`config.mk`:
```
export PLATFORM = sky130hd
export DESIGN_NAME = artnet_dmx_to_rgb_pixels_top
export DESIGN_NICKNAME = d
export VERILOG_FILES = /design/src/rtl/core/artdmx_pkg.sv /design/src/rtl/core/artnet_dmx_to_rgb_pixels_top.sv /design/src/rtl/core/artdmx_cfg.sv /design/src/rtl/core/artdmx_parser.sv /design/src/rtl/core/artdmx_out_buf.sv
export SDC_FILE = /design/constraint.sdc
export NUM_CORES = 1
export LEC_CHECK = 0
export ABC_AREA = 1
export BUFFER_PORTS_ARGS = -buffer_cell sky130_fd_sc_hd__buf_2
export CAP_MARGIN = 20
export CORE_AREA = 2 2 177 179
export CTS_CLUSTER_SIZE = 24
export DETAILED_ROUTE_END_ITERATION = 8
export DIE_AREA = 0 0 179 181
export PLACE_DENSITY = 0.71
export SETUP_SLACK_MARGIN = 0.3
export SLEW_MARGIN = 20
export SYNTH_ARGS = -nofsm -noshare
export SYNTH_HDL_FRONTEND = slang
export SYNTH_HIERARCHICAL = 1
export SYNTH_SLANG_ARGS = --single-unit
```
`constraint.sdc`:
```
create_clock -name clk -period 7.4 [get_ports clk]
set_input_delay 1.11 -clock clk [delete_from_list [all_inputs] [get_ports clk]]
set_output_delay 1.11 -clock clk [all_outputs]
set_load 0.005 [all_outputs]
```
`src/rtl/core/artdmx_pkg.sv`:
```
// Package for the Art-Net DMX to RGB pixel block.
// Holds shared constants, result and configuration structs, and the header table.
// No dependencies.
package artdmx_pkg;

  localparam int MAX_LEDS = 256;

  localparam int ADDR_W = 3;
  localparam logic REG_UNIVERSE  = 1'b0;
  localparam logic REG_LED_COUNT = 1'b1;

  localparam logic [15:0] POS_OPCODE_LO = 16'd8;
  localparam logic [15:0] POS_OPCODE_HI = 16'd9;
  localparam logic [15:0] POS_UNIV_LO   = 16'd14;
  localparam logic [15:0] POS_UNIV_HI   = 16'd15;
  localparam logic [15:0] POS_COUNT_HI  = 16'd16;
  localparam logic [15:0] POS_COUNT_LO  = 16'd17;
  localparam logic [15:0] DATA_START    = 16'd18;

  localparam logic [7:0] OPCODE_LO = 8'h00;
  localparam logic [7:0] OPCODE_HI = 8'h50;

  typedef enum logic [1:0] {
    PH_RED   = 2'd0,
    PH_GREEN = 2'd1,
    PH_BLUE  = 2'd2
  } phase_t;

  typedef struct packed {
    logic [15:0] universe;
    logic [8:0]  led_count;
  } cfg_t;

  typedef struct packed {
    logic        pixel_valid;
    logic [7:0]  led_index;
    logic [7:0]  red;
    logic [7:0]  green;
    logic [7:0]  blue;
    logic        frame_end;
    logic [31:0] accepted_packets;
  } result_t;

  // "Art-Net" followed by a zero byte
  function automatic logic [7:0] art_id_byte(input logic [2:0] idx);
    logic [7:0] b;
    case (idx)
      3'd0:    b = 8'h41;
      3'd1:    b = 8'h72;
      3'd2:    b = 8'h74;
      3'd3:    b = 8'h2D;
      3'd4:    b = 8'h4E;
      3'd5:    b = 8'h65;
      3'd6:    b = 8'h74;
      default: b = 8'h00;
    endcase
    return b;
  endfunction

endpackage

```
`src/rtl/core/artnet_dmx_to_rgb_pixels_top.sv`:
```
// Channel    | Handshake          | Payload
// in         | in_valid/in_stall  | data_byte, end_of_packet
// out        | out_valid/out_stall| pixel_valid, led_index, red, green, blue,
//            |                    | frame_end, accepted_packets
// cfg        | APB psel/penable   | paddr, pwdata, prdata (universe @0, led_count @4)
//
// One byte per cycle unless in_stall; results are registered at the outputs.
// The rate is set by the single parser pass between state and result register.
// Synchronous active-high reset clears parser, config and buffer valid state.
// in_stall rises only when the result register and skid entry are both full.
// Top level of the Art-Net DMX to RGB pixel block; depends on artdmx_pkg,
// artdmx_cfg, artdmx_parser and artdmx_out_buf.
module artnet_dmx_to_rgb_pixels_top import artdmx_pkg::*; (
  input  logic              clk,
  input  logic              rst,
  input  logic              in_valid,
  output logic              in_stall,
  input  logic [7:0]        data_byte,
  input  logic              end_of_packet,
  output logic              out_valid,
  input  logic              out_stall,
  output logic              pixel_valid,
  output logic [7:0]        led_index,
  output logic [7:0]        red,
  output logic [7:0]        green,
  output logic [7:0]        blue,
  output logic              frame_end,
  output logic [31:0]       accepted_packets,
  input  logic              psel,
  input  logic              penable,
  input  logic              pwrite,
  input  logic [ADDR_W-1:0] paddr,
  input  logic [31:0]       pwdata,
  output logic [31:0]       prdata,
  output logic              pready
);

  cfg_t    cfg;
  logic    take;
  logic    res_valid;
  result_t res;
  result_t out_data;
  logic    full;

  assign in_stall = full;
  assign take     = in_valid && !full;

  artdmx_cfg u_cfg (
    .clk     (clk),
    .rst     (rst),
    .psel    (psel),
    .penable (penable),
    .pwrite  (pwrite),
    .paddr   (paddr),
    .pwdata  (pwdata),
    .prdata  (prdata),
    .pready  (pready),
    .cfg     (cfg)
  );

  artdmx_parser u_parser (
    .clk           (clk),
    .rst           (rst),
    .take          (take),
    .data_byte     (data_byte),
    .end_of_packet (end_of_packet),
    .cfg           (cfg),
    .res_valid     (res_valid),
    .res           (res)
  );

  artdmx_out_buf u_out_buf (
    .clk       (clk),
    .rst       (rst),
    .push      (res_valid),
    .push_data (res),
    .full      (full),
    .out_valid (out_valid),
    .out_stall (out_stall),
    .out_data  (out_data)
  );

  assign pixel_valid      = out_data.pixel_valid;
  assign led_index        = out_data.led_index;
  assign red              = out_data.red;
  assign green            = out_data.green;
  assign blue             = out_data.blue;
  assign frame_end        = out_data.frame_end;
  assign accepted_packets = out_data.accepted_packets;

endmodule

```
`src/rtl/core/artdmx_cfg.sv`:
```
// APB-style configuration registers: universe and LED count.
// Depends on artdmx_pkg.
module artdmx_cfg import artdmx_pkg::*; (
  input  logic              clk,
  input  logic              rst,
  input  logic              psel,
  input  logic              penable,
  input  logic              pwrite,
  input  logic [ADDR_W-1:0] paddr,
  input  logic [31:0]       pwdata,
  output logic [31:0]       prdata,
  output logic              pready,
  output cfg_t              cfg
);

  logic wr;

  assign pready = 1'b1;
  assign wr = psel && penable && pwrite;

  always_ff @(posedge clk) begin
    if (rst) begin
      cfg.universe  <= '0;
      cfg.led_count <= '0;
    end else if (wr) begin
      if (paddr[2] == REG_UNIVERSE) begin
        cfg.universe <= pwdata[15:0];
      end else begin
        cfg.led_count <= pwdata[8:0];
      end
    end
  end

  always_comb begin
    if (paddr[2] == REG_LED_COUNT) begin
      prdata = {23'd0, cfg.led_count};
    end else begin
      prdata = {16'd0, cfg.universe};
    end
  end

endmodule

```
`src/rtl/core/artdmx_parser.sv`:
```
// Per-byte Art-Net OpDmx parser: header checks, universe match, RGB grouping.
// Depends on artdmx_pkg. Produces at most one result per accepted byte.
module artdmx_parser import artdmx_pkg::*; (
  input  logic       clk,
  input  logic       rst,
  input  logic       take,
  input  logic [7:0] data_byte,
  input  logic       end_of_packet,
  input  cfg_t       cfg,
  output logic       res_valid,
  output result_t    res
);

  localparam logic [15:0] MaxLeds16 = 16'(MAX_LEDS);

  logic [15:0] byte_position, byte_position_next;
  logic        packet_ok, packet_ok_next;
  logic [7:0]  universe_low_hold, universe_low_hold_next;
  logic [15:0] channel_count, channel_count_next;
  phase_t      color_phase, color_phase_next;
  logic [7:0]  held_red, held_red_next;
  logic [7:0]  held_green, held_green_next;
  logic [15:0] pixel_counter, pixel_counter_next;
  logic [31:0] packet_counter, packet_counter_next;

  logic        fail;
  logic        pix;
  logic        fend;
  logic [17:0] triple_end;
  logic [15:0] limit;
  logic [15:0] pos;

  always_comb begin
    pos = byte_position;
    byte_position_next     = (pos == 16'hFFFF) ? pos : pos + 16'd1;
    universe_low_hold_next = universe_low_hold;
    channel_count_next     = channel_count;
    color_phase_next       = color_phase;
    held_red_next          = held_red;
    held_green_next        = held_green;
    pixel_counter_next     = pixel_counter;
    packet_counter_next    = packet_counter;
    fail = 1'b0;
    pix  = 1'b0;

    limit = ({7'd0, cfg.led_count} > MaxLeds16) ? MaxLeds16 : {7'd0, cfg.led_count};
    triple_end = {2'd0, pixel_counter} + {1'b0, pixel_counter, 1'b0} + 18'd3;

    if (pos[15:3] == 13'd0) begin
      fail = (data_byte != art_id_byte(pos[2:0]));
    end else if (pos == POS_OPCODE_LO) begin
      fail = (data_byte != OPCODE_LO);
    end else if (pos == POS_OPCODE_HI) begin
      fail = (data_byte != OPCODE_HI);
    end else if (pos == POS_UNIV_LO) begin
      universe_low_hold_next = data_byte;
    end else if (pos == POS_UNIV_HI) begin
      fail = ({data_byte, universe_low_hold} != cfg.universe);
    end else if (pos == POS_COUNT_HI) begin
      channel_count_next = {data_byte, 8'd0};
    end else if (pos == POS_COUNT_LO) begin
      channel_count_next = {channel_count[15:8], data_byte};
    end else if (pos >= DATA_START) begin
      case (color_phase)
        PH_RED: begin
          held_red_next    = data_byte;
          color_phase_next = PH_GREEN;
        end
        PH_GREEN: begin
          held_green_next  = data_byte;
          color_phase_next = PH_BLUE;
        end
        default: begin
          pix = packet_ok && (triple_end <= {2'd0, channel_count}) &&
                (pixel_counter < limit);
          if (pixel_counter != 16'hFFFF) begin
            pixel_counter_next = pixel_counter + 16'd1;
          end
          color_phase_next = PH_RED;
        end
      endcase
    end

    packet_ok_next = packet_ok && !fail;
    fend = end_of_packet && packet_ok_next && (pos >= POS_COUNT_LO);
    if (fend) begin
      packet_counter_next = packet_counter + 32'd1;
    end

    // end of packet: per-packet state back to reset
    if (end_of_packet) begin
      byte_position_next     = '0;
      packet_ok_next         = 1'b1;
      universe_low_hold_next = '0;
      channel_count_next     = '0;
      color_phase_next       = PH_RED;
      held_red_next          = '0;
      held_green_next        = '0;
      pixel_counter_next     = '0;
    end

    res_valid            = take && (pix || fend);
    res.pixel_valid      = pix;
    res.led_index        = pix ? pixel_counter[7:0] : 8'd0;
    res.red              = pix ? held_red : 8'd0;
    res.green            = pix ? held_green : 8'd0;
    res.blue             = pix ? data_byte : 8'd0;
    res.frame_end        = fend;
    res.accepted_packets = fend ? packet_counter_next : 32'd0;
  end

  always_ff @(posedge clk) begin
    if (rst) begin
      byte_position     <= '0;
      packet_ok         <= 1'b1;
      universe_low_hold <= '0;
      channel_count     <= '0;
      color_phase       <= PH_RED;
      held_red          <= '0;
      held_green        <= '0;
      pixel_counter     <= '0;
      packet_counter    <= '0;
    end else if (take) begin
      byte_position     <= byte_position_next;
      packet_ok         <= packet_ok_next;
      universe_low_hold <= universe_low_hold_next;
      channel_count     <= channel_count_next;
      color_phase       <= color_phase_next;
      held_red          <= held_red_next;
      held_green        <= held_green_next;
      pixel_counter     <= pixel_counter_next;
      packet_counter    <= packet_counter_next;
    end
  end

endmodule

```
`src/rtl/core/artdmx_out_buf.sv`:
```
// Result register with a skid entry that holds one result pushed during a stall.
// Depends on artdmx_pkg.
module artdmx_out_buf import artdmx_pkg::*; (
  input  logic    clk,
  input  logic    rst,
  input  logic    push,
  input  result_t push_data,
  output logic    full,
  output logic    out_valid,
  input  logic    out_stall,
  output result_t out_data
);

  logic    valid_r;
  logic    skid_valid;
  result_t skid_data;
  logic    pop;

  assign pop       = valid_r && !out_stall;
  assign out_valid = valid_r;
  assign full      = skid_valid;

  always_ff @(posedge clk) begin
    if (rst) begin
      valid_r    <= 1'b0;
      skid_valid <= 1'b0;
    end else if (!valid_r || pop) begin
      valid_r    <= skid_valid || push;
      skid_valid <= 1'b0;
    end else if (push) begin
      skid_valid <= 1'b1;
    end
  end

  always_ff @(posedge clk) begin
    if (!valid_r || pop) begin
      out_data <= skid_valid ? skid_data : push_data;
    end
    if (valid_r && !pop && push) begin
      skid_data <= push_data;
    end
  end

`ifndef SYNTHESIS
  a_skid_behind_out: assert property (@(posedge clk) disable iff (rst)
    skid_valid |-> valid_r)
    else $error("skid entry held with empty output register");

  a_stalled_push_kept: assert property (@(posedge clk) disable iff (rst)
    (valid_r && out_stall && push) |=> skid_valid)
    else $error("result pushed during stall was not kept in skid");

  a_skid_drains: assert property (@(posedge clk) disable iff (rst)
    (skid_valid && !out_stall) |=> (valid_r && !skid_valid))
    else $error("skid entry did not move to output register");

  a_no_push_when_full: assert property (@(posedge clk) disable iff (rst)
    skid_valid |-> !push)
    else $error("push while skid entry occupied");
`endif

endmodule
```
==> impl_results.md <==
* Crit path launch type: flop
* GRT Overall Usage at 0.221
* Die Wd at 179 um
* Final net count at ~2,100
* Yosys warning count at 6
* Commonest cells in the netlist: nand2_1 (379), inv_1 (317), nor2_1 (205)
* Die Span Y at 181 um
* Unrepaired setup endpoints after global routing: no
* Critical path depth at 22
* Crit path kind: reg -> reg
* Cells after Synth at around 2,000
* HP Start: u_parser/held_red[1]$_SDFFE_PP0P_
* Worst-Margin Slew at 1050 ps
* Worst hold path depth at 2
* VDD IR max at ~0.00016 V
* CP max-delay cell: dfxtp_1
* I/O Pins at 152
* N_diodes at 0
* Worst Clk Skew at roughly 8.7 ps
* Setup violators final at 0
* Cts hold-fix bufs at 0
* Resized Gates After CTS at 0
* Synth unique cells at 49
* Gr ovfl total at 0
* Pin count of the biggest net entering global routing at between 90 and 100
* Post-layout min period at 5060 ps
* CTS tree: done
* Clk pin slew, worst setup/hold paths at ~60 ps
* Max incr delay on CP at 530 ps
* Static Leak at 0.00711 uW
* First-pass GRT wire length at 59,100 um
* PnR Total Power at 3280 uW
* Wirelength per Cell at between 10 and 15 um
* Worst-Skew Late Latency at 550 ps
* CP Data Arrival Time at 5260 ps
* CP Capture Type: flop
* Vias in the first global route at 12,000
* Synth top area share at 0.264
* Reg-to-reg endpoint: u_out_buf/skid_data[53]$_DFFE_PP_
* CP Data Required Time at 7610 ps
* TritonRoute pass-1 iters at 6
* Longest Clk Path Bufs at 3
* R2R Setup Slk at 2340 ps
* Final WL at ~36,000 um
* Initial DRC Count at 1,152
* CTS Buf Count at 28
* Synth Area per Inst at 7.72 um^2
* Via density at roughly 5.3
* Fin crit share at 0.683
* WHS Endpoint: u_parser/held_red[1]$_SDFFE_PP0P_
* Asr flop ratio synth at 0
* MaxCap Viol Count at 0
* Cell Pwr Density at 197 nW/um^2
* Worst path bufs/invs at 2
* Setup TNS at 0 ps
* Area delta synth->final at 10.5%
* Most used cell, CP: nand2_1
* GPL Wtd Cong at 0.911
* Largest cells by area after synthesis: edfxtp_1 (26%), dfxtp_1 (18%), nand2_1 (9.5%)
* Top delay family on crit path: simple AND/OR/NAND/NOR gates
* Drc violations at 0
* Largest area contributor in the netlist: edfxtp_1
* Hold crit path type: reg -> reg
* Final ANT Viol Nets at 0
* Hold_ws at 453 ps
* Initial antenna violation count at 0
* Fin. Hold Viols at 0
* Root Driver: clkbuf_16
* Most common cell in the netlist: nand2_1
* Relative slew margins at 0.297
* Via count at 12,900
* Worst r2r src: u_parser/pixel_counter[7]$_SDFFE_PP0P_
* Reg2Reg Depth at 22
* CTS sink cnt at ~270
* Post-Syn Area at 15,000 um^2
* CP cell instances: ha_1 > ha_1 > nand2_1 > nor3_1 > nand2_1 > o211ai_2 > nand3_1 > nor2_1 > nor2_1 > o21ai_0 > xor2_1 > ha_1 > nand2_1 > nor3_1 > nand3_1 > nand2_1 > nand3_1 > nand3b_1 > nand2_1 > inv_1 > nor2_4 > buf_4
* CTS H-tree lvls at 1
* Core Box Area at around 30,000 um^2
* Layout cells sized above 1 at 0.108
* Max Transition Viols Final at 0
* Post-DP HPWL at 25,100 um
* Setup bufs post-CTS at 0
* Post-synth EDFFs at approximately 130
* Sequential-to-total area share from yosys stat at 0.442
* CP Max Fanout at 28
* Row cnt at 64
* Synthesis-stage register bit count at 266
* Die ar. at 32,400 um^2
* Top_reg_cell synth: dfxtp_1
* Status: finished clean
* Initial core utilization at 0.496
* Achievable Freq at 198 MHz
* Port-buffer cells at 116
[routing by layer]
| metal | GRT usage | wire [um] | vias to the layer above | share of wire |
|---|---|---|---|---|
| li1 | - | - | 6490 | - |
| met1 | 0.317 | 16700 | 5885 | 0.47 |
| met2 | 0.354 | 16000 | 454 | 0.44 |
| met3 | 0.0295 | 2630 | 59 | 0.073 |
| met4 | 0.0527 | 608 | 0 | 0.017 |
| met5 | 0 | 0 | - | 0 |
[placed cells by master, fill, tap and decap left out, types with 4 or more instances in the layout]
cell / n
nand4_1: 73
bufinv_16: 4
a211oi_1: 12
clkbuf_16: 29
o21ai_1: 11
o21ai_2: 5
o211ai_1: 4
nor3_1: 57
inv_2: 7
nand2_2: 7
nand3_1: 103
nand2_1: 376
clkbuf_1: 4
edfxtp_1: 132
buf_4: 13
clkinv_2: 4
xor2_1: 20
ha_1: 69
nand3_2: 5
conb_1: 17
nand3b_1: 5
nor2_2: 4
xnor2_1: 5
inv_1: 317
nor2_4: 5
buf_2: 116
nor2_1: 204
nor4_1: 7
a21oi_1: 136
o21ai_0: 124
dfxtp_1: 133
[cell families (layout without fill, tap and decap cells)]
group                      Yosys count  count (layout)  synth area share
xor gates and xnor gates            26              26            0.0151
DFF                                266             266             0.442
other                                2              17          0.000499
AOI/OAI and AO/OA                  309             309             0.111
adders and majority gates           69              69            0.0574
buffers and inverters              424             507             0.124
and+or+nand+nor                    853             853             0.249
[registers in the layout, summed over array words and instances (netlist names)]
register / cells
u_cfg/cfg: 25
u_out_buf/full: 1
u_out_buf/out_data: 66
u_out_buf/out_valid: 1
u_out_buf/skid_data: 66
u_parser/byte_position: 16
u_parser/channel_count: 16
u_parser/color_phase: 2
u_parser/held_green: 8
u_parser/held_red: 8
u_parser/packet_counter: 32
u_parser/packet_ok: 1
u_parser/pixel_counter: 16
u_parser/universe_low_hold: 8
[tightest hold or removal path: cells and delay by family (launching register included)]
family,cells,cell delay (ps)
AO/OA/AOI/OAI,1,50
buffers and inverters,1,60
flip-flops,1,300
[final cells by class]
cell class | instances | area (um^2)
timing repair buffer | 129 | 678
inverter | 326 | 1230
tap | 396 | 495
sequential | 266 | 6650
clock buffer | 34 | 754
multi-input combinational | 1274 | 6610
fill | 2903 | 13700
clock inverter | 18 | 213
[worst max path at each step]
stage                                        endpoint  slack [ps]                              startpoint
detailed placement   u_out_buf/out_data[37]$_DFFE_PP_        2350  u_parser/pixel_counter[7]$_SDFFE_PP0P_
global route        u_out_buf/skid_data[53]$_DFFE_PP_        2010  u_parser/pixel_counter[7]$_SDFFE_PP0P_
finish              u_out_buf/skid_data[53]$_DFFE_PP_        2340  u_parser/pixel_counter[7]$_SDFFE_PP0P_
global placement     u_out_buf/out_data[39]$_DFFE_PP_        2460  u_parser/pixel_counter[7]$_SDFFE_PP0P_
floorplan            u_out_buf/skid_data[0]$_DFFE_PP_        1170  u_parser/pixel_counter[4]$_SDFFE_PP0P_
CTS                  u_out_buf/out_data[37]$_DFFE_PP_        2300  u_parser/pixel_counter[7]$_SDFFE_PP0P_
[where the power goes]
part           switching, uW  total, uW  internal (uW)
logic                    155        228           72.8
registers               25.9       1590           1560
clock network            597       1470            871
[per-stage QoR]
stage	instances	setup WS [ps]	cell area (um^2)	utilization
2_1_floorplan	1964	1170	15100	-
4_1_cts	2443	2300	16600	0.548
5_1_grt	2443	2010	16600	0.548
3_3_place_gp	2391	2460	15700	0.516
3_5_place_dp	2391	2350	15700	0.516
6_report	2443	2340	16600	0.548
Power figures use the tool's default switching activity.
